### config.mk
export PLATFORM = sky130hd
export DESIGN_NAME = integer_to_radix_digits_unit_flat
export DESIGN_NICKNAME = d
export VERILOG_FILES = /design/src/design/itrd_pkg.sv /design/src/design/itrd_req_if.sv /design/src/design/itrd_rsp_if.sv /design/src/design/itrd_ram.sv /design/src/design/itrd_ctrl.sv /design/src/design/itrd_dp.sv /design/src/design/integer_to_radix_digits_unit.sv /design/src/flat_wrapper.sv
export SDC_FILE = /design/constraint.sdc
export NUM_CORES = 1
export LEC_CHECK = 0
export BUFFER_PORTS_ARGS = -buffer_cell sky130_fd_sc_hd__buf_2
export CORE_ASPECT_RATIO = 0.75
export CORE_MARGIN = 2
export CORE_UTILIZATION = 64
export CTS_CLUSTER_DIAMETER = 60
export CTS_CLUSTER_SIZE = 24
export DETAILED_ROUTE_END_ITERATION = 6
export HOLD_SLACK_MARGIN = 0.15
export PLACE_DENSITY_LB_ADDON = 0.08
export SKIP_CTS_REPAIR_TIMING = 1
export SYNTH_ARGS = -nofsm -noshare
export SYNTH_HDL_FRONTEND = slang
export SYNTH_HIERARCHICAL = 1
export SYNTH_SLANG_ARGS = --single-unit
### constraint.sdc
create_clock -name clock -period 3.96 [get_ports clock]
set_clock_uncertainty 0.05 [all_clocks]
set_input_delay 0.396 -clock clock [delete_from_list [all_inputs] [get_ports clock]]
set_output_delay 0.396 -clock clock [all_outputs]
set_load 0.05 [all_outputs]
### src/design/itrd_pkg.sv
// Shared types, constants and the digit-to-character function of the radix converter.
package itrd_pkg;

   localparam int BASE_W  = 6;
   localparam int DIGIT_W = 6;
   localparam int CHAR_W  = 7;

   localparam logic [BASE_W-1:0]  BASE_MIN   = 6'd2;
   localparam logic [BASE_W-1:0]  BASE_MAX   = 6'd36;
   localparam logic [BASE_W-1:0]  BASE_RESET = 6'd10;

   localparam logic [DIGIT_W-1:0] DIGIT_NINE = 6'd9;
   localparam logic [DIGIT_W-1:0] DIGIT_TEN  = 6'd10;
   localparam logic [CHAR_W-1:0]  CHAR_ZERO  = 7'd48;
   localparam logic [CHAR_W-1:0]  CHAR_ALPHA = 7'd65;

   typedef enum logic [2:0] {
      ST_IDLE,
      ST_DIVIDE,
      ST_STORE,
      ST_READ,
      ST_LOAD,
      ST_EMIT
   } state_type;

   typedef struct packed {
      logic load;
      logic div_step;
      logic store;
      logic load_out;
      logic next_digit;
   } dp_cmd_type;

   typedef struct packed {
      logic quot_zero;
      logic last;
   } dp_sts_type;

   function automatic logic [CHAR_W-1:0] digit_to_ascii(input logic [DIGIT_W-1:0] d);
      logic [CHAR_W-1:0] d_ext;
      d_ext = {1'b0, d};
      if (d <= DIGIT_NINE) begin
         return CHAR_ZERO + d_ext;
      end else begin
         return CHAR_ALPHA + d_ext - {1'b0, DIGIT_TEN};
      end
   endfunction

endpackage

### src/design/itrd_req_if.sv
// Input channel: value words with valid/ready handshake.
interface itrd_req_if #(
   parameter int VALUE_BITS = 31
);
   logic                  valid;
   logic                  ready;
   logic [VALUE_BITS-1:0] value;

   modport source (output valid, output value, input ready);
   modport sink   (input valid, input value, output ready);
endinterface

### src/design/itrd_rsp_if.sv
// Result channel: one ASCII digit per word with valid/ready handshake.
interface itrd_rsp_if;
   logic       valid;
   logic       ready;
   logic [6:0] digit_char;
   logic       last_digit;

   modport source (output valid, output digit_char, output last_digit, input ready);
   modport sink   (input valid, input digit_char, input last_digit, output ready);
endinterface

### src/design/itrd_ram.sv
// Generic single-write, single-read RAM with registered read data.
module itrd_ram #(
   parameter int WIDTH = 6,
   parameter int DEPTH = 31
) (
   input  logic                     clock,
   input  logic                     we,
   input  logic [$clog2(DEPTH)-1:0] waddr,
   input  logic [WIDTH-1:0]         wdata,
   input  logic [$clog2(DEPTH)-1:0] raddr,
   output logic [WIDTH-1:0]         rdata
);
   logic [WIDTH-1:0] mem_ff [DEPTH];
   logic [WIDTH-1:0] rdata_ff;

   always_ff @(posedge clock) begin
      if (we) begin
         mem_ff[waddr] <= wdata;
      end
      rdata_ff <= mem_ff[raddr];
   end

   assign rdata = rdata_ff;
endmodule

### src/design/itrd_ctrl.sv
// Sequencer: division step count, digit store and read-out handshake.
module itrd_ctrl #(
   parameter int VALUE_BITS = 31
) (
   input  logic                clock,
   input  logic                reset,
   input  logic                req_valid,
   output logic                req_ready,
   output logic                rsp_valid,
   input  logic                rsp_ready,
   output itrd_pkg::dp_cmd_type cmd,
   input  itrd_pkg::dp_sts_type sts
);
   import itrd_pkg::*;

   localparam int SW = $clog2(VALUE_BITS);
   localparam logic [SW-1:0] STEP_LAST = SW'(VALUE_BITS - 1);

   state_type state_ff, state_in;
   logic [SW-1:0] step_ff, step_in;

   always_ff @(posedge clock) begin
      if (reset) begin
         state_ff <= ST_IDLE;
         step_ff  <= '0;
      end else begin
         state_ff <= state_in;
         step_ff  <= step_in;
      end
   end

   always_comb begin
      state_in = state_ff;
      case (state_ff)
         ST_IDLE:   if (req_valid) state_in = ST_DIVIDE;
         ST_DIVIDE: if (step_ff == STEP_LAST) state_in = ST_STORE;
         ST_STORE:  state_in = sts.quot_zero ? ST_READ : ST_DIVIDE;
         ST_READ:   state_in = ST_LOAD;
         ST_LOAD:   state_in = ST_EMIT;
         ST_EMIT:   if (rsp_ready) state_in = sts.last ? ST_IDLE : ST_READ;
         default:   state_in = ST_IDLE;
      endcase
   end

   always_comb begin
      req_ready      = 1'b0;
      rsp_valid      = 1'b0;
      cmd            = '0;
      step_in        = '0;
      case (state_ff)
         ST_IDLE: begin
            req_ready = 1'b1;
            cmd.load  = req_valid;
         end
         ST_DIVIDE: begin
            cmd.div_step = 1'b1;
            if (step_ff != STEP_LAST) step_in = step_ff + 1'b1;
         end
         ST_STORE: cmd.store    = 1'b1;
         ST_READ:  ;
         ST_LOAD:  cmd.load_out = 1'b1;
         ST_EMIT: begin
            rsp_valid      = 1'b1;
            cmd.next_digit = rsp_ready & ~sts.last;
         end
         default: ;
      endcase
   end

   a_accept_starts_division: assert property (@(posedge clock) disable iff (reset)
      (req_valid && req_ready) |=> (state_ff == ST_DIVIDE && step_ff == '0))
      else $error("accepted word did not start a division");

   a_last_returns_idle: assert property (@(posedge clock) disable iff (reset)
      (rsp_valid && rsp_ready && sts.last) |=> req_ready)
      else $error("final digit taken but not ready for next word");

   a_stalled_digit_held: assert property (@(posedge clock) disable iff (reset)
      (rsp_valid && !rsp_ready) |=> rsp_valid)
      else $error("stalled digit dropped");
endmodule

### src/design/itrd_dp.sv
// Datapath: base register, bit-serial restoring divider, digit store and output register.
module itrd_dp #(
   parameter int VALUE_BITS = 31
) (
   input  logic                          clock,
   input  logic                          reset,
   input  logic                          csr_we,
   input  logic [itrd_pkg::BASE_W-1:0]   csr_wdata,
   input  logic [VALUE_BITS-1:0]         value,
   input  itrd_pkg::dp_cmd_type          cmd,
   output itrd_pkg::dp_sts_type          sts,
   output logic [itrd_pkg::CHAR_W-1:0]   digit_char,
   output logic                          last_digit
);
   import itrd_pkg::*;

   localparam int AW = $clog2(VALUE_BITS);

   logic [BASE_W-1:0]     base_ff, base_in;
   logic [VALUE_BITS-1:0] quot_ff, quot_in;
   logic [DIGIT_W-1:0]    rem_ff, rem_in;
   logic [AW-1:0]         wr_ptr_ff, wr_ptr_in;
   logic [AW-1:0]         rd_ptr_ff, rd_ptr_in;
   logic [CHAR_W-1:0]     char_ff, char_in;
   logic                  last_ff, last_in;
   logic [DIGIT_W:0]      trial;
   logic                  fits;
   logic [DIGIT_W:0]      trial_sub;
   logic [DIGIT_W-1:0]    ram_rdata;

   // Shift in the next dividend bit; subtract the base when it fits.
   assign trial     = {rem_ff, quot_ff[VALUE_BITS-1]};
   assign fits      = trial >= {1'b0, base_ff};
   assign trial_sub = trial - {1'b0, base_ff};

   always_comb begin
      base_in   = base_ff;
      quot_in   = quot_ff;
      rem_in    = rem_ff;
      wr_ptr_in = wr_ptr_ff;
      rd_ptr_in = rd_ptr_ff;
      char_in   = char_ff;
      last_in   = last_ff;
      if (csr_we && (csr_wdata inside {[BASE_MIN:BASE_MAX]})) base_in = csr_wdata;
      if (cmd.load) begin
         quot_in   = value;
         rem_in    = '0;
         wr_ptr_in = '0;
      end
      if (cmd.div_step) begin
         quot_in = {quot_ff[VALUE_BITS-2:0], fits};
         rem_in  = fits ? trial_sub[DIGIT_W-1:0] : trial[DIGIT_W-1:0];
      end
      if (cmd.store) begin
         rem_in = '0;
         if (quot_ff == '0) rd_ptr_in = wr_ptr_ff;
         else               wr_ptr_in = wr_ptr_ff + 1'b1;
      end
      if (cmd.load_out) begin
         char_in = digit_to_ascii(ram_rdata);
         last_in = (rd_ptr_ff == '0);
      end
      if (cmd.next_digit) rd_ptr_in = rd_ptr_ff - 1'b1;
   end

   always_ff @(posedge clock) begin
      if (reset) begin
         base_ff <= BASE_RESET;
      end else begin
         base_ff <= base_in;
      end
      quot_ff   <= quot_in;
      rem_ff    <= rem_in;
      wr_ptr_ff <= wr_ptr_in;
      rd_ptr_ff <= rd_ptr_in;
      char_ff   <= char_in;
      last_ff   <= last_in;
   end

   // Remainders land least significant first; read back from the top down.
   itrd_ram #(
      .WIDTH (DIGIT_W),
      .DEPTH (VALUE_BITS)
   ) u_digits (
      .clock (clock),
      .we    (cmd.store),
      .waddr (wr_ptr_ff),
      .wdata (rem_ff),
      .raddr (rd_ptr_ff),
      .rdata (ram_rdata)
   );

   assign sts.quot_zero = (quot_ff == '0);
   assign sts.last      = last_ff;
   assign digit_char    = char_ff;
   assign last_digit    = last_ff;

   a_base_in_range: assert property (@(posedge clock) disable iff (reset)
      (base_ff >= BASE_MIN) && (base_ff <= BASE_MAX))
      else $error("base register out of range");

   a_base_write: assert property (@(posedge clock) disable iff (reset)
      (csr_we && csr_wdata >= BASE_MIN && csr_wdata <= BASE_MAX) |=> base_ff == $past(csr_wdata))
      else $error("legal base write not taken");

   a_wr_ptr_bound: assert property (@(posedge clock) disable iff (reset)
      cmd.store |-> (wr_ptr_ff <= AW'(VALUE_BITS - 1)))
      else $error("digit store pointer past depth");
endmodule

### src/design/integer_to_radix_digits_unit.sv
// Top level of the integer to radix digit string converter.
//
//  channel   dir  handshake      payload
//  req_bus   in   valid/ready    value[VALUE_BITS-1:0]
//  rsp_bus   out  valid/ready    digit_char[6:0], last_digit
//  csr_*     in   csr_we         csr_wdata[5:0] (base, 2..36; other writes ignored)
//
// One word at a time. Each digit comes from a full bit-serial divider pass (ST_DIVIDE,
// ST_STORE); each digit is then read from the digit RAM (ST_READ, ST_LOAD) and
// presented (ST_EMIT) until taken, so the output may stall.
// Synchronous reset sets the base to 10 and returns the sequencer to idle; no clearing pass.
// A stalled result holds its digit; req_bus.ready stays low until the final digit is taken.
module integer_to_radix_digits_unit #(
   parameter int VALUE_BITS = 31
) (
   input  logic                        clock,
   input  logic                        reset,
   itrd_req_if.sink                    req_bus,
   itrd_rsp_if.source                  rsp_bus,
   input  logic                        csr_we,
   input  logic [itrd_pkg::BASE_W-1:0] csr_wdata
);
   import itrd_pkg::*;

   dp_cmd_type cmd;
   dp_sts_type sts;

   itrd_ctrl #(
      .VALUE_BITS (VALUE_BITS)
   ) u_ctrl (
      .clock     (clock),
      .reset     (reset),
      .req_valid (req_bus.valid),
      .req_ready (req_bus.ready),
      .rsp_valid (rsp_bus.valid),
      .rsp_ready (rsp_bus.ready),
      .cmd       (cmd),
      .sts       (sts)
   );

   itrd_dp #(
      .VALUE_BITS (VALUE_BITS)
   ) u_dp (
      .clock      (clock),
      .reset      (reset),
      .csr_we     (csr_we),
      .csr_wdata  (csr_wdata),
      .value      (req_bus.value),
      .cmd        (cmd),
      .sts        (sts),
      .digit_char (rsp_bus.digit_char),
      .last_digit (rsp_bus.last_digit)
   );
endmodule

### src/flat_wrapper.sv
// flat-port wrapper written by rule: the top's interface ports become plain ports
module integer_to_radix_digits_unit_flat import itrd_pkg::*;
#(
   parameter int VALUE_BITS = 31
)
  (clock, reset, csr_we, csr_wdata, req_bus_valid, req_bus_value, req_bus_ready, rsp_bus_valid, rsp_bus_digit_char, rsp_bus_last_digit, rsp_bus_ready);
  itrd_req_if #(.VALUE_BITS(VALUE_BITS)) req_bus_i ();
  itrd_rsp_if rsp_bus_i ();
  input  logic clock;
  input  logic reset;
  input  logic csr_we;
  input  logic [itrd_pkg::BASE_W-1:0] csr_wdata;
  input wire logic [$bits(req_bus_i.valid)-1:0] req_bus_valid;
  input wire logic [$bits(req_bus_i.value)-1:0] req_bus_value;
  output wire logic [$bits(req_bus_i.ready)-1:0] req_bus_ready;
  output wire logic [$bits(rsp_bus_i.valid)-1:0] rsp_bus_valid;
  output wire logic [$bits(rsp_bus_i.digit_char)-1:0] rsp_bus_digit_char;
  output wire logic [$bits(rsp_bus_i.last_digit)-1:0] rsp_bus_last_digit;
  input wire logic [$bits(rsp_bus_i.ready)-1:0] rsp_bus_ready;
  assign req_bus_i.valid = req_bus_valid;
  assign req_bus_i.value = req_bus_value;
  assign req_bus_ready = req_bus_i.ready;
  assign rsp_bus_valid = rsp_bus_i.valid;
  assign rsp_bus_digit_char = rsp_bus_i.digit_char;
  assign rsp_bus_last_digit = rsp_bus_i.last_digit;
  assign rsp_bus_i.ready = rsp_bus_ready;
  integer_to_radix_digits_unit #(.VALUE_BITS(VALUE_BITS)) u_core (.clock(clock), .reset(reset), .req_bus(req_bus_i), .rsp_bus(rsp_bus_i), .csr_we(csr_we), .csr_wdata(csr_wdata));
endmodule
==> results of run 1 <==
-- kinds of logic after synthesis --
logic type,share of synthesized area
buffers and inverters,0.02270
XOR/XNOR,0.008651
adder cells (fa/ha/maj),0.01753
AND/OR/NAND/NOR,0.09281
AO/OA/AOI/OAI,0.04731
flip-flops,0.6760
multiplexers,0.1351
-- synth_stat cells (9+ instances only) --
cell type	n	share of area
o21ai_0	14	0.0063
a22oi_1	12	0.0081
dfxtp_1	31	0.056
nor3_1	12	0.0054
nor2_1	59	0.020
ha_1	14	0.016
mux4_2	29	0.059
mux2_2	35	0.035
nand3_1	18	0.0081
mux2i_1	31	0.028
nand2_1	31	0.010
clkbuf_1	9	0.0030
edfxtp_1	230	0.62
inv_1	18	0.0061
a21oi_1	12	0.0054
-- stage by stage --
step           total power [mW]  utilization  cells  cell area (um2)  setup WS, ns
2_1_floorplan             4.371            -    699            11140        0.8808
3_5_place_dp              4.699       0.6843    950            11580         1.484
5_1_grt                   6.519       0.7133    979            12080         1.323
6_report                  6.260       0.7133    979            12080         1.461
4_1_cts                   6.273       0.7109    975            12040         1.473
3_3_place_gp              4.639       0.6843    950            11580         1.558
-- area by class of cell --
cell class / count / share of cell area
Clock buffer: 22 / 0.03492
Tap cell: 215 / 0.02228
Inverter: 18 / 0.005595
Clock inverter: 3 / 0.002383
Sequential cell: 261 / 0.6234
Timing Repair Buffer: 68 / 0.03357
Multi-Input combinational cell: 392 / 0.2779
-- power by group --
part | internal [mW] | switching (mW)
sequential | 3.43 | 0.176
combinational | 0.409 | 0.639
clock | 0.759 | 0.847
total | 4.60 | 1.66
-- flip-flops by register name (all words and copies together), names as in the netlist --
name	flops
u_core/u_ctrl/state_ff	3
u_core/u_ctrl/step_ff	5
u_core/u_dp/base_ff	6
u_core/u_dp/digit_char	7
u_core/u_dp/last_digit	1
u_core/u_dp/quot_ff	31
u_core/u_dp/rd_ptr_ff	5
u_core/u_dp/rem_ff	6
u_core/u_dp/u_digits/mem_ff	186
u_core/u_dp/u_digits/rdata	6
u_core/u_dp/wr_ptr_ff	5
-- routing by layer --
layer	global-route usage	part of all wire	routed length [um]	vias up
met4	0.03612	0.012	269	0
met2	0.3874	0.45	10430	284
met5	0	0	0	-
met3	0.04987	0.092	2127	28
li1	-	-	-	2845
met1	0.4024	0.44	10180	3303
-- worst min-delay path: stages --
cell and delay (ns):
buf_2 0.09, nor3_1 0.05, a21oi_1 0.10
-- worst min path at each step --
stage	end	slack, ns	cells past startpoint
after floorplan	u_core/u_ctrl/step_ff[0]$_SDFF_PP0_	0.38	1
after global placement	u_core/u_ctrl/step_ff[0]$_SDFF_PP0_	0.39	1
after detailed placement	u_core/u_ctrl/step_ff[0]$_SDFF_PP0_	0.41	1
after CTS	u_core/u_dp/base_ff[0]$_SDFFE_PP0P_	0.11	3
after global routing	u_core/u_dp/quot_ff[10]$_DFFE_PP_	0.15	2
final	u_core/u_dp/base_ff[3]$_SDFFE_PP1P_	0.13	3
==> impl_results.md, run 1 <==
* Status: finished clean
* FF-to-FF path depth at 4
* CP arrival at 2.58 ns
* Syn nets at 756
* Number of distinct library cells after synthesis at 67
* Inserted Clock Buffers at 15
* Clk Latency, worst-skew pair at 0.48 ns
* YS warnings at 6
* # DRC at 0
* Hold Startpoint: csr_wdata[3]
* Crit path buf inv count at 1
* Crit path kind: reg2reg
* Initial antenna violation count at 0
* Final Max Slew Viols at 0
* Slowest cell on the critical path: dfxtp_1
* Cell depth of the worst setup path at 4
* Vias in the first global route at 6198
* Post-synthesis sequential area ratio at 0.6760
* Largest net degree at the start of global routing at 56
* # diodes at 0
* Clock sinks at 261
* Multi-input combinational cell area at 0.003356 mm2
* Cell family with most CP delay: simple AND/OR/NAND/NOR gates
* Avg Vias per Cell at 6.599
* Post-synth EDFFs at 230
* Total wire length at 23000 um
* Leakage dissipation at 4.150 nW
* Least-Margin Pin Slew at 0.8829 ns
* Req. time, crit path at 4.04 ns
* Async S/R FF share, synth at 0
* Post-route clock period utilization at 0.6310
* Synthesized flop and latch total at 261
* Setup crit end: u_core/u_dp/u_digits/mem_ff[12][3]$_DFFE_PP_
* Max_cap viols at 0
* Area delta synth->final at 8.438%
* CP Capture Type: flip-flop
* Total negative setup slack at 0 ns
* Share of cells above drive strength 1 at 0.2147
* Num ports at 52
* Highest cell delay on the worst timing path at 0.59 ns
* Register Area at 0.007527 mm2
* Worst Setup Start Kind: flip-flop
* FF-to-FF setup slack at 1.46 ns
* TritonRoute pass-1 iters at 5
* RSZ-0062 raised after global routing: no
* Row Count at 41
* Clk slew on worst S/H paths at 0.09 ns
* DP HPWL at 15160 um
* Clock tree root buffer cell: clkbuf_16
* Slew headroom at 0.4114
* Mean Syn Cell Area at 15.93 um2
* Core Region at 0.01693 mm2
* Die area at 0.01848 mm2
* Critical path peak fanout at 11
* Worst path cell trace: nor3b_1 -> buf_4 -> or3b_2 -> nor2_1
* Grt total ovfl at 0
* Via count at 6460
* HP Class: in2reg
* Post-Syn Area at 0.01114 mm2
* Initial core utilization at 0.6578
* Die Wd at 156.3 um
* Crit path from: u_core/u_ctrl/state_ff[1]$_SDFFE_PP0P_
* Port bufs at 51
* Die height at 118.2 um
* GRT Total Usage at 0.2562
* WL per Instance at 23.49 um
* Hold slack at 0.1340 ns
* Filler cell count at 1107
* Final count of negative-setup-slack endpoints at 0
* Commonest non-fill, non-tap cell in the layout: edfxtp_1
* First-pass GRT wire length at 35870 um
* CTS tree: done
* Commonest non-fill, non-tap cells in the layout: edfxtp_1 (230), nor2_1 (59), buf_2 (51)
* # nets final at 813
* Final hold vios at 0
* Worst r2r src: u_core/u_ctrl/state_ff[1]$_SDFFE_PP0P_
* Shortest period the worst path allows at 2.499 ns
* Initial drt markers at 721
* Maximum vdd drop at 0.0004385 V
* CTS max path bufs at 3
* Post-Synthesis Cells at 699
* F_max at 400.2 MHz
* Remaining antenna violation count at 0
* RD Place Congestion at 0.8706
* Power density over cell area at 518.4 mW/mm2
* Worst R2R End: u_core/u_dp/u_digits/mem_ff[12][3]$_DFFE_PP_
* Primary FF master, synth: edfxtp_1
* CTS HTree Levels at 1
(Power assumes the default switching activity.)
==> run 2: changes to the inputs <==
Settings changed: ABC_AREA from default to 1, CORE_UTILIZATION 64 to 61.
Clock period 3.96 ns to 2.3 ns, I/O delays scaled along.
==> run 2 against run 1 <==
  * Synthesized cell count increased by 61%
  * Sequential share of layout area fell by 5.4 points
  * Via count rose by 29%
  * Highest routed layer unchanged
  * Largest cell class unchanged
  * Critical path type unchanged
  * Combinational power rose by 57%
  * Power rose by 65%
==> impl_results.md, run 2 <==
* Status: finished clean (unchanged)
* Post-place instance area at 0.01230 mm2 (was 0.01158 mm2)
* P_int at 7.519 mW (was 4.598 mW)
* Total negative setup slack at 0 ns (unchanged)
* Number of distinct library cells after synthesis at 34 (was 67)
* Commonest non-fill, non-tap cell in the layout: nand2_1 (was edfxtp_1)
* Port bufs at 51 (unchanged)
* # diodes at 0 (unchanged)
* Leakage dissipation at 5.343 nW (was 4.150 nW)
* Slew headroom at 0.5299 (was 0.4114)
* Final Max Slew Viols at 0 (unchanged)
* Critical path peak fanout at 8 (was 11)
* Via count at 8363 (was 6460)
* Hold slack at 0.4271 ns (was 0.1340 ns)
* GRT Total Usage at 0.2598 (was 0.2562)
* HP Class: reg2reg (was in2reg)
* Combinational share of power at 0.161 (was 0.167)
* Fin cells at 1506 (was 979)
* Initial antenna violation count at 0 (unchanged)
* YS warnings at 6 (unchanged)
* Post-synth EDFFs at 230 (unchanged)
* Worst Setup Start Kind: flip-flop (unchanged)
* Clk Latency, worst-skew pair at 0.50 ns (was 0.48 ns)
* Clock share of power at 0.268 (was 0.257)
* Core Region at 0.01851 mm2 (was 0.01693 mm2)
* Total Power at 10.30 mW (was 6.260 mW)
* Syn nets at 1180 (was 756)
* Post-Synthesis Cells at 1123 (was 699)
* Final worst slack at 0.2521 ns (was 1.461 ns)
* Total wire length at 26360 um (was 23000 um)
* RSZ-0062 raised after global routing: no (unchanged)
* Count leader, synth: nand2_1 (was edfxtp_1)
* Die Wd at 162.9 um (was 156.3 um)
* Mean Syn Cell Area at 10.28 um2 (was 15.93 um2)
* CTS tree: done (unchanged)
* Req. time, crit path at 2.45 ns (was 4.04 ns)
* RD Place Congestion at 0.9056 (was 0.8706)
* Async S/R FF share, synth at 0 (unchanged)
* Post-Syn Area at 0.01155 mm2 (was 0.01114 mm2)
* Initial core utilization at 0.6239 (was 0.6578)
* Final hold vios at 0 (unchanged)
* Remaining antenna violation count at 0 (unchanged)
* Inserted Clock Buffers at 15 (unchanged)
* # nets final at 1308 (was 813)
* Ranking of synthesized cells by area: edfxtp_1 (60%), nand2_1 (12%), nand3_1 (7.8%) (was edfxtp_1 (62%), mux4_2 (5.9%), dfxtp_1 (5.6%))
* Area delta synth->final at 14.44% (was 8.438%)
* Filler cell count at 1350 (was 1107)
* Setup WS pre-CTS at 0.2923 ns (was 1.484 ns)
* TritonRoute pass-1 iters at 5 (unchanged)
* Die area at 0.02006 mm2 (was 0.01848 mm2)
* Row Count at 43 (was 41)
* CP arrival at 2.20 ns (was 2.58 ns)
* FF-to-FF path depth at 7 (was 4)
* Sw Pwr at 2.786 mW (was 1.662 mW)
* Yosys top cell area share at 0.5982 (was 0.6202)
* First-pass GRT wire length at 39660 um (was 35870 um)
* Vias in the first global route at 7401 (was 6198)
* Initial drt markers at 964 (was 721)
* CTS max path bufs at 3 (unchanged)
* DP HPWL at 16480 um (was 15160 um)
* Synthesized flop and latch total at 261 (unchanged)
* Power density over cell area at 779.8 mW/mm2 (was 518.4 mW/mm2)
* Clk slew on worst S/H paths at 0.09 ns (about the same)
* F_max at 488.3 MHz (was 400.2 MHz)
* Least-Margin Pin Slew at 0.7026 ns (was 0.8829 ns)
* Post-route clock period utilization at 0.8904 (was 0.6310)
* Commonest non-fill, non-tap cells in the layout: nand2_1 (368), edfxtp_1 (230), nand3_1 (180) (was edfxtp_1 (230), nor2_1 (59), buf_2 (51))
* Final Cell Area at 0.01321 mm2 (was 0.01208 mm2)
* Largest register FFs at 186 (unchanged)
* Post-Route Utilization at 0.7140 (was 0.7133)
* WHS Path Cells at 1 (was 3)
* Post-synthesis sequential area ratio at 0.6519 (was 0.6760)
* WL per Instance at 17.50 um (was 23.49 um)
* Clock sinks at 261 (unchanged)
* Die height at 123.1 um (was 118.2 um)
* Clock tree root buffer cell: clkbuf_16 (unchanged)
* Sw Share at 0.2703 (was 0.2655)
* CTS HTree Levels at 1 (unchanged)
* Share of cells above drive strength 1 at 0.1215 (was 0.2147)
* # DRC at 0 (unchanged)
* Max_cap viols at 0 (unchanged)
* Shortest period the worst path allows at 2.048 ns (was 2.499 ns)
* Primary FF master, synth: edfxtp_1 (unchanged)
* Crit path kind: reg2reg (unchanged)
* Maximum vdd drop at 0.0006511 V (was 0.0004385 V)
* Flop pwr share at 0.571 (was 0.576)
* Most flops, register: u_core/u_dp/u_digits/mem_ff (unchanged)
* Avg Vias per Cell at 5.553 (was 6.599)
* Num ports at 52 (unchanged)
* Grt total ovfl at 0 (unchanged)
* CP Capture Type: flip-flop (unchanged)
* Largest net degree at the start of global routing at 94 (was 56)
* Largest area contributor in the netlist: edfxtp_1 (unchanged)
* Placed cells at 1434 (was 950)
* Final count of negative-setup-slack endpoints at 0 (unchanged)
* Post-synth top cells: nand2_1 (368), edfxtp_1 (230), nand3_1 (180) (was edfxtp_1 (230), nor2_1 (59), mux2_2 (35))
run 2: layer usage:
| layer | global-route usage | routed length [um] | vias up |
|---|---|---|---|
| li1 | - | - | 4037 |
| met5 | 0 | 0 | - |
| met1 | 0.4088 | 12160 | 3953 |
| met2 | 0.3734 | 11560 | 321 |
| met4 | 0.06582 | 532 | 0 |
| met3 | 0.04998 | 2106 | 52 |
run 2: power groups by stage:
| stage | Sequential, mW | Clock, mW | Combinational, mW |
|---|---|---|---|
| global placement | 5.98 | 0 | 1.56 |
| floorplan | 6.09 | 0 | 0.908 |
| finish | 5.89 | 2.76 | 1.65 |
| detailed placement | 5.99 | 0 | 1.59 |
| global route | 5.92 | 2.95 | 1.87 |
| CTS | 5.88 | 2.80 | 1.59 |
run 2: path summary, 6_finish.rpt:
kind	slack (ns)	to	startpoint
worst max-delay path	0.25	u_core/u_dp/u_digits/mem_ff[16][1]$_DFFE_PP_	u_core/u_ctrl/state_ff[1]$_SDFFE_PP0P_
worst min-delay path	0.43	u_core/u_ctrl/step_ff[0]$_SDFF_PP0_	u_core/u_ctrl/step_ff[0]$_SDFF_PP0_
worst max register to register	0.25	u_core/u_dp/u_digits/mem_ff[16][1]$_DFFE_PP_	u_core/u_ctrl/state_ff[1]$_SDFFE_PP0P_
worst min register to register	0.43	u_core/u_ctrl/step_ff[0]$_SDFF_PP0_	u_core/u_ctrl/step_ff[0]$_SDFF_PP0_
run 2: critical path, stage by stage, from the launching register on:
cell and delay [ns]:
dfxtp_1 0.39, inv_2 0.09, nor2_1 0.14, nand2_1 0.06
inv_1 0.15, nand3_1 0.45, nor2_1 0.22, buf_4 0.18
run 2: area by class of cell:
| cell class | count | area (um2) | share of cell area |
|---|---|---|---|
| sequential | 261 | 7527 | 0.5696 |
| multi-input combinational | 735 | 3413 | 0.2583 |
| timing repair buffer | 155 | 1204 | 0.09109 |
| clock buffer | 19 | 400.4 | 0.03030 |
| inverter | 83 | 316.6 | 0.02396 |
| tap | 247 | 309.0 | 0.02339 |
| clock inverter | 6 | 43.79 | 0.003314 |
run 2: logic make-up after synthesis:
family	after synthesis	share of synthesized area
AOI/OAI and AO/OA	53	0.02351
and+or+nand+nor	651	0.2430
buffers and inverters	127	0.05245
xor gates and xnor gates	15	0.01138
adders and majority gates	15	0.01691
DFF	261	0.6519
muxes	1	0.0008670
